### config.mk
export PLATFORM = sky130hd
export DESIGN_NAME = md5_message_digest
export DESIGN_NICKNAME = d
export VERILOG_FILES = /design/src/md5_pkg.sv /design/src/md5_ram.sv /design/src/md5_round.sv /design/src/md5_message_digest.sv
export SDC_FILE = /design/constraint.sdc
export NUM_CORES = 2
export LEC_CHECK = 0
export ABC_AREA = 1
export BUFFER_PORTS_ARGS = -buffer_cell sky130_fd_sc_hd__buf_2
export CAP_MARGIN = 20
export CORE_MARGIN = 5
export CORE_UTILIZATION = 50
export DETAILED_ROUTE_END_ITERATION = 8
export HOLD_SLACK_MARGIN = 0.03
export PLACE_DENSITY = 0.71
export SLEW_MARGIN = 20
export SYNTH_ARGS = -nofsm -noshare
export SYNTH_HDL_FRONTEND = slang
export SYNTH_HIERARCHICAL = 1
export SYNTH_SLANG_ARGS = --single-unit
### constraint.sdc
create_clock -name clk_i -period 9.7 [get_ports clk_i]
set_input_delay 1.94 -clock clk_i [delete_from_list [all_inputs] [get_ports clk_i]]
set_output_delay 1.94 -clock clk_i [all_outputs]
set_load 0.05 [all_outputs]
### src/md5_pkg.sv
// ----------------------------------------------------------------------------
// MD5 package
// Shared types, initial chaining values and per-round tables for the MD5
// digest block.
// ----------------------------------------------------------------------------
`default_nettype none

package md5_pkg;

  // Input kind codes carried on the slave-side tuser.
  localparam logic KIND_BYTE   = 1'b0;
  localparam logic KIND_FINISH = 1'b1;

  // Message block geometry: sixteen 32-bit words.
  localparam int unsigned BLK_WORDS = 16;
  localparam int unsigned WADDR_W   = 4;

  // Highest byte count at which the pad byte and the length field still fit.
  localparam logic [5:0] LEN_LIMIT = 6'd55;

  // First pad byte and the word slots that hold the bit length.
  localparam logic [7:0]         PAD_BYTE  = 8'h80;
  localparam logic [WADDR_W-1:0] LEN_LO_IX = 4'd14;
  localparam logic [WADDR_W-1:0] LEN_HI_IX = 4'd15;

  // Initial chaining words; entry 0 is A.
  localparam logic [3:0][31:0] MD5_IV = {
    32'h10325476, 32'h98badcfe, 32'hefcdab89, 32'h67452301
  };

  // Working words A, B, C, D of one compression.
  typedef struct packed {
    logic [31:0] a;
    logic [31:0] b;
    logic [31:0] c;
    logic [31:0] d;
  } md5_abcd_t;

  // Additive constant of each round.
  function automatic logic [31:0] round_k(input logic [5:0] rnd);
    logic [31:0] k;
    case (rnd)
      6'd0:  k = 32'hd76aa478;  6'd1:  k = 32'he8c7b756;
      6'd2:  k = 32'h242070db;  6'd3:  k = 32'hc1bdceee;
      6'd4:  k = 32'hf57c0faf;  6'd5:  k = 32'h4787c62a;
      6'd6:  k = 32'ha8304613;  6'd7:  k = 32'hfd469501;
      6'd8:  k = 32'h698098d8;  6'd9:  k = 32'h8b44f7af;
      6'd10: k = 32'hffff5bb1;  6'd11: k = 32'h895cd7be;
      6'd12: k = 32'h6b901122;  6'd13: k = 32'hfd987193;
      6'd14: k = 32'ha679438e;  6'd15: k = 32'h49b40821;
      6'd16: k = 32'hf61e2562;  6'd17: k = 32'hc040b340;
      6'd18: k = 32'h265e5a51;  6'd19: k = 32'he9b6c7aa;
      6'd20: k = 32'hd62f105d;  6'd21: k = 32'h02441453;
      6'd22: k = 32'hd8a1e681;  6'd23: k = 32'he7d3fbc8;
      6'd24: k = 32'h21e1cde6;  6'd25: k = 32'hc33707d6;
      6'd26: k = 32'hf4d50d87;  6'd27: k = 32'h455a14ed;
      6'd28: k = 32'ha9e3e905;  6'd29: k = 32'hfcefa3f8;
      6'd30: k = 32'h676f02d9;  6'd31: k = 32'h8d2a4c8a;
      6'd32: k = 32'hfffa3942;  6'd33: k = 32'h8771f681;
      6'd34: k = 32'h6d9d6122;  6'd35: k = 32'hfde5380c;
      6'd36: k = 32'ha4beea44;  6'd37: k = 32'h4bdecfa9;
      6'd38: k = 32'hf6bb4b60;  6'd39: k = 32'hbebfbc70;
      6'd40: k = 32'h289b7ec6;  6'd41: k = 32'heaa127fa;
      6'd42: k = 32'hd4ef3085;  6'd43: k = 32'h04881d05;
      6'd44: k = 32'hd9d4d039;  6'd45: k = 32'he6db99e5;
      6'd46: k = 32'h1fa27cf8;  6'd47: k = 32'hc4ac5665;
      6'd48: k = 32'hf4292244;  6'd49: k = 32'h432aff97;
      6'd50: k = 32'hab9423a7;  6'd51: k = 32'hfc93a039;
      6'd52: k = 32'h655b59c3;  6'd53: k = 32'h8f0ccc92;
      6'd54: k = 32'hffeff47d;  6'd55: k = 32'h85845dd1;
      6'd56: k = 32'h6fa87e4f;  6'd57: k = 32'hfe2ce6e0;
      6'd58: k = 32'ha3014314;  6'd59: k = 32'h4e0811a1;
      6'd60: k = 32'hf7537e82;  6'd61: k = 32'hbd3af235;
      6'd62: k = 32'h2ad7d2bb;  6'd63: k = 32'heb86d391;
      default: k = 32'h0;
    endcase
    return k;
  endfunction

  // Left-rotate amount, chosen by round group and the round's low two bits.
  function automatic logic [4:0] round_s(input logic [5:0] rnd);
    logic [4:0] s;
    case ({rnd[5:4], rnd[1:0]})
      4'h0: s = 5'd7;   4'h1: s = 5'd12;  4'h2: s = 5'd17;  4'h3: s = 5'd22;
      4'h4: s = 5'd5;   4'h5: s = 5'd9;   4'h6: s = 5'd14;  4'h7: s = 5'd20;
      4'h8: s = 5'd4;   4'h9: s = 5'd11;  4'ha: s = 5'd16;  4'hb: s = 5'd23;
      4'hc: s = 5'd6;   4'hd: s = 5'd10;  4'he: s = 5'd15;  4'hf: s = 5'd21;
      default: s = 5'd0;
    endcase
    return s;
  endfunction

  // Message word used by a round; all sums wrap at sixteen words.
  function automatic logic [WADDR_W-1:0] msg_idx(input logic [5:0] rnd);
    logic [WADDR_W-1:0] i4;
    logic [WADDR_W-1:0] ix;
    i4 = rnd[3:0];
    case (rnd[5:4])
      2'd0:    ix = i4;
      2'd1:    ix = WADDR_W'(i4 * 4'd5 + 4'd1);
      2'd2:    ix = WADDR_W'(i4 * 4'd3 + 4'd5);
      default: ix = WADDR_W'(i4 * 4'd7);
    endcase
    return ix;
  endfunction

endpackage

`default_nettype wire

### src/md5_ram.sv
// ----------------------------------------------------------------------------
// Generic simple dual-port RAM
// One write port and one read port with a registered read.
// ----------------------------------------------------------------------------
`default_nettype none

module md5_ram #(
  parameter int unsigned WIDTH = 32,
  parameter int unsigned DEPTH = 16
) (
  input  wire logic                     clk_i,
  input  wire logic                     we_i,
  input  wire logic [$clog2(DEPTH)-1:0] waddr_i,
  input  wire logic [WIDTH-1:0]         wdata_i,
  input  wire logic [$clog2(DEPTH)-1:0] raddr_i,
  output      logic [WIDTH-1:0]         rdata_o
);

  logic [WIDTH-1:0] mem_q [DEPTH];

  // Write and registered read share one clock edge.
  always_ff @(posedge clk_i) begin
    if (we_i) begin
      mem_q[waddr_i] <= wdata_i;
    end
    rdata_o <= mem_q[raddr_i];
  end

endmodule

`default_nettype wire

### src/md5_round.sv
// ----------------------------------------------------------------------------
// MD5 round unit
// One compression round: boolean function, four-operand add, rotate and the
// final add, applied to the working words.
// ----------------------------------------------------------------------------
`default_nettype none

module md5_round (
  input  wire md5_pkg::md5_abcd_t st_i,
  input  wire logic [31:0]        w_i,
  input  wire logic [5:0]         rnd_i,
  output      md5_pkg::md5_abcd_t st_o
);

  import md5_pkg::*;

  logic [31:0] f;
  logic [31:0] t;
  logic [4:0]  s;
  logic [31:0] rot;

  // Boolean function of the round group.
  always_comb begin
    case (rnd_i[5:4])
      2'd0:    f = (st_i.b & st_i.c) | (~st_i.b & st_i.d);
      2'd1:    f = (st_i.b & st_i.d) | (st_i.c & ~st_i.d);
      2'd2:    f = st_i.b ^ st_i.c ^ st_i.d;
      default: f = st_i.c ^ (st_i.b | ~st_i.d);
    endcase
  end

  // Sum, rotate and fold into B; the other words move down one place.
  assign t   = st_i.a + f + w_i + round_k(rnd_i);
  assign s   = round_s(rnd_i);
  assign rot = (t << s) | (t >> (6'd32 - {1'b0, s}));

  always_comb begin
    st_o.a = st_i.d;
    st_o.b = st_i.b + rot;
    st_o.c = st_i.b;
    st_o.d = st_i.c;
  end

endmodule

`default_nettype wire

### src/md5_message_digest.sv
// ----------------------------------------------------------------------------
// MD5 message digest
// Hashes a byte stream and returns the four 32-bit digest words.
// ----------------------------------------------------------------------------
// Usage:
//   The slave-side channel carries one item per transfer. tuser = 0 appends
//   the byte on tdata; tuser = 1 ends the message, and tdata is ignored.
//   The master-side channel returns four transfers per message: words A, B,
//   C and D on tdata (digest bytes least significant first), the word number
//   on tuser and tlast on D.
//   Timing: the 64th byte of a block starts a compression (a read set-up
//   step, 64 rounds on the shared round unit at one round per cycle, a
//   fold into the chaining words), during which tready is low. A finish
//   item writes the pad words at one word per cycle, 1 to 16 words, then
//   compresses; when the length does not fit, a second 16-word pad and a
//   second compression follow. The digest transfers start after that, one
//   per cycle at best.
//   The block buffer is a 16 x 32 RAM with one write and one read port.
//   Stalls: while digest words wait on tready, no input is taken; the words
//   hold until transferred. After word D the chaining words and the byte
//   count return to their initial values and input resumes.
//   Reset: returns to idle with the initial chaining words and a zero count.
// ----------------------------------------------------------------------------
`default_nettype none

module md5_message_digest (
  input  wire logic        clk_i,
  input  wire logic        rst_ni,
  // Input stream
  input  wire logic        s_axis_tvalid,
  output      logic        s_axis_tready,
  input  wire logic [7:0]  s_axis_tdata,   // [7:0] data_byte
  input  wire logic        s_axis_tuser,   // [0] kind
  // Digest stream
  output      logic        m_axis_tvalid,
  input  wire logic        m_axis_tready,
  output      logic [31:0] m_axis_tdata,   // [31:0] digest_word
  output      logic [1:0]  m_axis_tuser,   // [1:0] word_index
  output      logic        m_axis_tlast    // last_word
);

  import md5_pkg::*;

  typedef enum logic [2:0] {
    ST_IDLE,
    ST_PAD,
    ST_LOAD,
    ST_ROUND,
    ST_FOLD,
    ST_OUT
  } state_e;

  state_e             state_q, state_d;
  logic [3:0][31:0]   chain_q, chain_d;
  logic [60:0]        count_q, count_d;
  logic [31:0]        part_q, part_d;
  md5_abcd_t          work_q, work_d;
  logic [5:0]         rnd_q, rnd_d;
  logic [WADDR_W-1:0] pad_addr_q, pad_addr_d;
  logic               pad_first_q, pad_first_d;
  logic               pad_len_q, pad_len_d;
  logic               fin_q, fin_d;
  logic [1:0]         oidx_q, oidx_d;

  logic               in_xfer;
  logic               out_xfer;
  logic               ram_we;
  logic [WADDR_W-1:0] ram_waddr;
  logic [31:0]        ram_wdata;
  logic [WADDR_W-1:0] ram_raddr;
  logic [31:0]        ram_rdata;
  logic [31:0]        first_word;
  logic [63:0]        bit_len;
  md5_abcd_t          round_out;

  assign in_xfer  = s_axis_tvalid && s_axis_tready;
  assign out_xfer = m_axis_tvalid && m_axis_tready;
  assign bit_len  = {count_q, 3'b000};

  // Block buffer, one 32-bit little-endian word per entry.
  md5_ram #(
    .WIDTH (32),
    .DEPTH (BLK_WORDS)
  ) u_blk_ram (
    .clk_i   (clk_i),
    .we_i    (ram_we),
    .waddr_i (ram_waddr),
    .wdata_i (ram_wdata),
    .raddr_i (ram_raddr),
    .rdata_o (ram_rdata)
  );

  // Shared round unit.
  md5_round u_round (
    .st_i  (work_q),
    .w_i   (ram_rdata),
    .rnd_i (rnd_q),
    .st_o  (round_out)
  );

  // First pad word: bytes already held, then 0x80, then zeros.
  always_comb begin
    for (int j = 0; j < 4; j++) begin
      if (2'(j) < count_q[1:0]) begin
        first_word[8*j +: 8] = part_q[8*j +: 8];
      end else if (2'(j) == count_q[1:0]) begin
        first_word[8*j +: 8] = PAD_BYTE;
      end else begin
        first_word[8*j +: 8] = 8'h00;
      end
    end
  end

  // Sequencer: byte intake, padding, rounds, fold and digest output.
  always_comb begin
    state_d     = state_q;
    chain_d     = chain_q;
    count_d     = count_q;
    part_d      = part_q;
    work_d      = work_q;
    rnd_d       = rnd_q;
    pad_addr_d  = pad_addr_q;
    pad_first_d = pad_first_q;
    pad_len_d   = pad_len_q;
    fin_d       = fin_q;
    oidx_d      = oidx_q;
    ram_we      = 1'b0;
    ram_waddr   = count_q[5:2];
    ram_wdata   = {s_axis_tdata, part_q[23:0]};
    ram_raddr   = msg_idx(6'(rnd_q + 6'd1));

    case (state_q)
      ST_IDLE: begin
        if (in_xfer) begin
          if (s_axis_tuser == KIND_BYTE) begin
            part_d[8*count_q[1:0] +: 8] = s_axis_tdata;
            count_d = count_q + 61'd1;
            ram_we  = (count_q[1:0] == 2'd3);
            fin_d   = 1'b0;
            if (count_q[5:0] == 6'd63) begin
              state_d = ST_LOAD;
            end
          end else begin
            fin_d       = 1'b1;
            pad_addr_d  = count_q[5:2];
            pad_first_d = 1'b1;
            pad_len_d   = (count_q[5:0] <= LEN_LIMIT);
            state_d     = ST_PAD;
          end
        end
      end

      ST_PAD: begin
        ram_we    = 1'b1;
        ram_waddr = pad_addr_q;
        ram_wdata = pad_first_q ? first_word : 32'h0;
        if (pad_len_q && (pad_addr_q == LEN_LO_IX)) begin
          ram_wdata = bit_len[31:0];
        end else if (pad_len_q && (pad_addr_q == LEN_HI_IX)) begin
          ram_wdata = bit_len[63:32];
        end
        pad_first_d = 1'b0;
        pad_addr_d  = pad_addr_q + 4'd1;
        if (pad_addr_q == LEN_HI_IX) begin
          state_d = ST_LOAD;
        end
      end

      ST_LOAD: begin
        // Set up the read of the first round's word.
        ram_raddr = msg_idx(6'd0);
        work_d.a  = chain_q[0];
        work_d.b  = chain_q[1];
        work_d.c  = chain_q[2];
        work_d.d  = chain_q[3];
        rnd_d     = 6'd0;
        state_d   = ST_ROUND;
      end

      ST_ROUND: begin
        work_d = round_out;
        rnd_d  = rnd_q + 6'd1;
        if (rnd_q == 6'd63) begin
          state_d = ST_FOLD;
        end
      end

      ST_FOLD: begin
        chain_d[0] = chain_q[0] + work_q.a;
        chain_d[1] = chain_q[1] + work_q.b;
        chain_d[2] = chain_q[2] + work_q.c;
        chain_d[3] = chain_q[3] + work_q.d;
        if (!fin_q) begin
          state_d = ST_IDLE;
        end else if (pad_len_q) begin
          oidx_d  = 2'd0;
          state_d = ST_OUT;
        end else begin
          // Length did not fit: one more block of zeros and the length.
          pad_addr_d  = '0;
          pad_first_d = 1'b0;
          pad_len_d   = 1'b1;
          state_d     = ST_PAD;
        end
      end

      ST_OUT: begin
        if (out_xfer) begin
          oidx_d = oidx_q + 2'd1;
          if (oidx_q == 2'd3) begin
            chain_d = MD5_IV;
            count_d = '0;
            fin_d   = 1'b0;
            state_d = ST_IDLE;
          end
        end
      end

      default: begin
        state_d = ST_IDLE;
      end
    endcase
  end

  // State and control registers.
  always_ff @(posedge clk_i or negedge rst_ni) begin
    if (!rst_ni) begin
      state_q     <= ST_IDLE;
      chain_q     <= MD5_IV;
      count_q     <= '0;
      rnd_q       <= '0;
      pad_addr_q  <= '0;
      pad_first_q <= 1'b0;
      pad_len_q   <= 1'b0;
      fin_q       <= 1'b0;
      oidx_q      <= '0;
    end else begin
      state_q     <= state_d;
      chain_q     <= chain_d;
      count_q     <= count_d;
      rnd_q       <= rnd_d;
      pad_addr_q  <= pad_addr_d;
      pad_first_q <= pad_first_d;
      pad_len_q   <= pad_len_d;
      fin_q       <= fin_d;
      oidx_q      <= oidx_d;
    end
  end

  // Payload registers.
  always_ff @(posedge clk_i) begin
    part_q <= part_d;
    work_q <= work_d;
  end

  // Port drive, all from registers.
  assign s_axis_tready = (state_q == ST_IDLE);
  assign m_axis_tvalid = (state_q == ST_OUT);
  assign m_axis_tdata  = chain_q[oidx_q];
  assign m_axis_tuser  = oidx_q;
  assign m_axis_tlast  = (oidx_q == 2'd3);

  // The block never takes input while digest words are pending.
  a_no_overlap: assert property (@(posedge clk_i) disable iff (!rst_ni)
    !(s_axis_tready && m_axis_tvalid))
    else $error("input ready while digest pending");

  // A finish transfer always stalls the input for the padding.
  a_finish_stall: assert property (@(posedge clk_i) disable iff (!rst_ni)
    (s_axis_tvalid && s_axis_tready && (s_axis_tuser == KIND_FINISH))
      |=> !s_axis_tready)
    else $error("input ready right after finish");

  // The last round is followed by the fold.
  a_round_end: assert property (@(posedge clk_i) disable iff (!rst_ni)
    (state_q == ST_ROUND && rnd_q == 6'd63) |=> (state_q == ST_FOLD))
    else $error("round sequence did not end in fold");

  // After word D the block is idle with a cleared count.
  a_digest_done: assert property (@(posedge clk_i) disable iff (!rst_ni)
    (m_axis_tvalid && m_axis_tready && m_axis_tlast)
      |=> (s_axis_tready && count_q == '0))
    else $error("block not restored after digest");

endmodule

`default_nettype wire

==> impl_metrics.py <==
metrics = {
    "final_layout": {
        "fill_cells": 12138,
        "area.sequential_mm2": 0.02584,
        "drive_gt1_share_pct": 5.612,
        "stdcell_count": 10485,
        "multi_input_area_mm2": 0.03096,
        "nets": 9038,
        "area_delta_synth_final_pct": 6.929,
    },
    "detailed_routing": {
        "vias": 61768,
        "avgViaCountPerCell": 5.891,
        "wl_per_cell_um": 23.91,
        "drt_iter0_markers": 8172,
        "drt_first_pass_iters": 8,
        "drt_wl_total_um": 250700,
        "ant_nets": 0,
        "route.detailed.drc": 0,
    },
    "clock_tree": {
        "clk_latency_ps": 760,
        "cts.sink_count": 903,
        "h-tree-depth": 3,
        "cts_setup_buffers": 0,
        "path_clk_slew_ps": 60,
        "cts_root_buf": "clkbuf_16",
        "cts_tree": "built",
        "numCtsBuffers": 96,
        "cts_max_path_buffers": 3,
        "cts-hold-fix-buffers": 0,
        "cts-resized-gates": 0,
    },
    "global_route": {
        "antenna_found_initial": 5,
        "grt_overflow": 0,
        "grt_max_degree": 134,
        "grt_pass1_vias": 56881,
        "grtUsageTotal_pct": 35.88,
        "grt_pass1_wl_um": 367800,
    },
    "synthesis": {
        "synth-main-ff-cell": "edfxtp_1",
        "yosys_warnings": 6,
        "synth.area.top_cells": "edfxtp_1 31%, nand2_1 16%, inv_1 8.4%, nand3_1 7.6%, dfrtp_1 5.6%",
        "synth_area_per_cell_um2": 7.263,
        "postSynthCellCount": 8869,
        "synth-edff-count": 664,
        "yosys.area.top_type_share_pct": 30.95,
        "async_flop_share_pct": 22.92,
        "ys_types": 72,
        "synthesis.area_mm2": 0.06442,
        "synthesis.nets": 9171,
        "synth_seq_cells": 903,
        "seq_area_frac_synth_pct": 40.11,
        "synth_top_area_cell": "edfxtp_1",
    },
    "sta": {
        "setup_violations": 0,
        "setup-tns-final_ps": 0,
        "rsz0062_at_grt": "false",
        "period_share_pct": 91.06,
        "skew_ps": 94.35,
        "slew_viol_final": 0,
        "slew_headroom_pct": 29.43,
        "tightest_slew_ps": 1059,
        "min_period_ps": 8833,
        "final_hold_viol_count": 0,
        "fmax_mhz": 113.2,
    },
    "hold_path": {
        "holdCritPathClass": "flip-flop to flip-flop",
    },
    "flow_run": {
        "max_cap_viol_count": 0,
    },
    "placed_design": {
        "gp_congestion": 1.124,
        "portBuffers": 49,
        "place_inst": 10298,
        "hpwl_um": 183800,
    },
    "floorplanning": {
        "io_pins": 50,
        "coreArea_mm2": 0.1278,
        "rows": 131,
        "dieArea_mm2": 0.1361,
        "die_height_um": 368.9,
        "start_util_pct": 50.38,
        "dieWidth_um": 368.9,
    },
    "critical_path": {
        "crit_family": "simple AND/OR/NAND/NOR gates",
        "cp.buffers_inverters": 4,
        "slowest_delay_ps": 830,
        "arrival_ps": 9230,
        "cp_max_fo": 64,
        "crit_path_start_kind": "flip-flop",
        "r2r_slack_ps": 870,
        "critPathSlowestCell": "inv_2",
        "path_class": "flip-flop to flip-flop",
        "cp-end-kind": "flip-flop",
        "required_ps": 10100,
    },
    "run_status": {
        "outcome": "finished, final reports clean",
    },
}
-- synthesized netlist by cell type, types with 11 or more instances --
| library cell | n |
|---|---|
| inv_1 | 1438 |
| buf_2 | 103 |
| nor3_1 | 78 |
| o21ai_0 | 428 |
| a31oi_1 | 14 |
| xnor2_1 | 61 |
| inv_2 | 26 |
| fa_1 | 68 |
| o211ai_1 | 36 |
| nand4_1 | 112 |
| nand3b_1 | 12 |
| dfxtp_1 | 32 |
| nor2_1 | 586 |
| nor3b_1 | 28 |
| buf_1 | 26 |
| o21bai_1 | 24 |
| nand2_1 | 2748 |
| a22oi_1 | 11 |
| ha_1 | 221 |
| o22ai_1 | 65 |
| o21ai_1 | 31 |
| o21a_1 | 12 |
| and2_1 | 17 |
| nand3_1 | 979 |
| o221ai_1 | 27 |
| clkbuf_1 | 122 |
| a21oi_1 | 318 |
| o32ai_1 | 63 |
| buf_4 | 114 |
| xor2_1 | 53 |
| edfxtp_1 | 664 |
| buf_6 | 32 |
| dfrtp_1 | 143 |
| dfstp_2 | 64 |
-- logic make-up after synthesis --
kind of cell             count (synthesis)  share of synthesized area (%)
AND/OR/NAND/NOR                       4616                          30.05
XOR/XNOR                               116                          1.601
buffers and inverters                 1867                          12.15
multiplexers                             1                        0.01554
adder cells (fa/ha/maj)                289                          6.406
flip-flops                             903                          40.11
AO/OA/AOI/OAI                         1077                          9.663
-- area by class of cell --
cell class | count | share of cell area, %
timing repair buffer | 167 | 1.686
sequential | 903 | 37.52
clock inverter | 63 | 1.072
antenna | 3 | 0.01090
clock buffer | 119 | 3.715
multi-input combinational | 6099 | 44.95
tap | 1662 | 3.019
inverter | 1469 | 8.029
-- routing by layer --
layer,GRT usage (%),routed length (µm),vias up
li1,-,-,28460
met1,48.05,99080,28958
met2,55.30,109200,3611
met3,6.813,25460,737
met4,19.23,16930,2
met5,0,7,-
-- layout by cell type, fill, tap and decap left out, types with 9 or more instances in the layout --
master / n
ha_1: 221
nand3_1: 979
nand3b_1: 12
nand2_1: 2746
xnor2_1: 61
nor2_1: 570
nor2_4: 21
edfxtp_1: 664
a21oi_1: 315
nor3_1: 78
clkbuf_16: 96
clkinv_2: 26
o221ai_1: 22
buf_2: 50
dfstp_2: 64
bufinv_16: 9
a31oi_1: 14
o22ai_1: 65
o21a_1: 12
nand4_1: 112
o211ai_1: 36
a22oi_1: 11
dfxtp_1: 32
o21bai_1: 24
o32ai_1: 63
dfrtp_1: 142
inv_1: 1433
o21ai_1: 32
clkbuf_1: 16
o21ai_0: 423
xor2_1: 53
nor3b_1: 28
inv_2: 28
buf_4: 114
and2_1: 17
clkinv_1: 12
fa_1: 68
-- through the flow --
| step | hold WS, ps | utilization, % | area [µm²] | setup slack (ps) |
|---|---|---|---|---|
| after floorplan | 455.7 | - | 64420 | 2807 |
| after global placement | 493.5 | 51.26 | 65530 | 1214 |
| after detailed placement | 499.1 | 51.28 | 65550 | 1221 |
| after CTS | 510.7 | 53.85 | 68850 | 1138 |
| after global routing | 529.3 | 53.87 | 68870 | 249.4 |
| final | 507.4 | 53.88 | 68880 | 867.4 |
-- worst reg2reg max path: cells and delay by family, from the launching register on --
| kind | cells | cell delay [ps] |
|---|---|---|
| AND/OR/NAND/NOR | 24 | 3210 |
| adder cells (fa/ha/maj) | 5 | 2180 |
| AO/OA/AOI/OAI | 6 | 1250 |
| buffers and inverters | 4 | 1060 |
| flip-flops | 1 | 680 |
| XOR/XNOR | 1 | 140 |
-- state kept, by name, indices dropped and copies added (netlist names) --
register           count
fin_q                  1
m_axis_tuser           2
count_q               61
chain_q              128
pad_len_q              1
work_q               128
state_q                3
rnd_q                  6
part_q                24
u_blk_ram/mem_q      512
pad_addr_q             4
pad_first_q            1
u_blk_ram/rdata_o     32
-- final timing paths --
| kind | startpoint | endpoint | cells past startpoint |
|---|---|---|---|
| worst max-delay path | rnd_q[4] | work_q[88] | 40 |
| worst min-delay path | chain_q[0] | chain_q[0] | 2 |
| worst max register to register | rnd_q[4] | work_q[88] | 40 |
| worst min register to register | chain_q[0] | chain_q[0] | 2 |
| max in group asynchronous | rst_ni | chain_q[46] | 2 |
| min in group asynchronous | rst_ni | chain_q[31] | 1 |
Power is not shown: default switching activity piles up to over one toggle a cycle in this logic, so the estimate is an artifact.
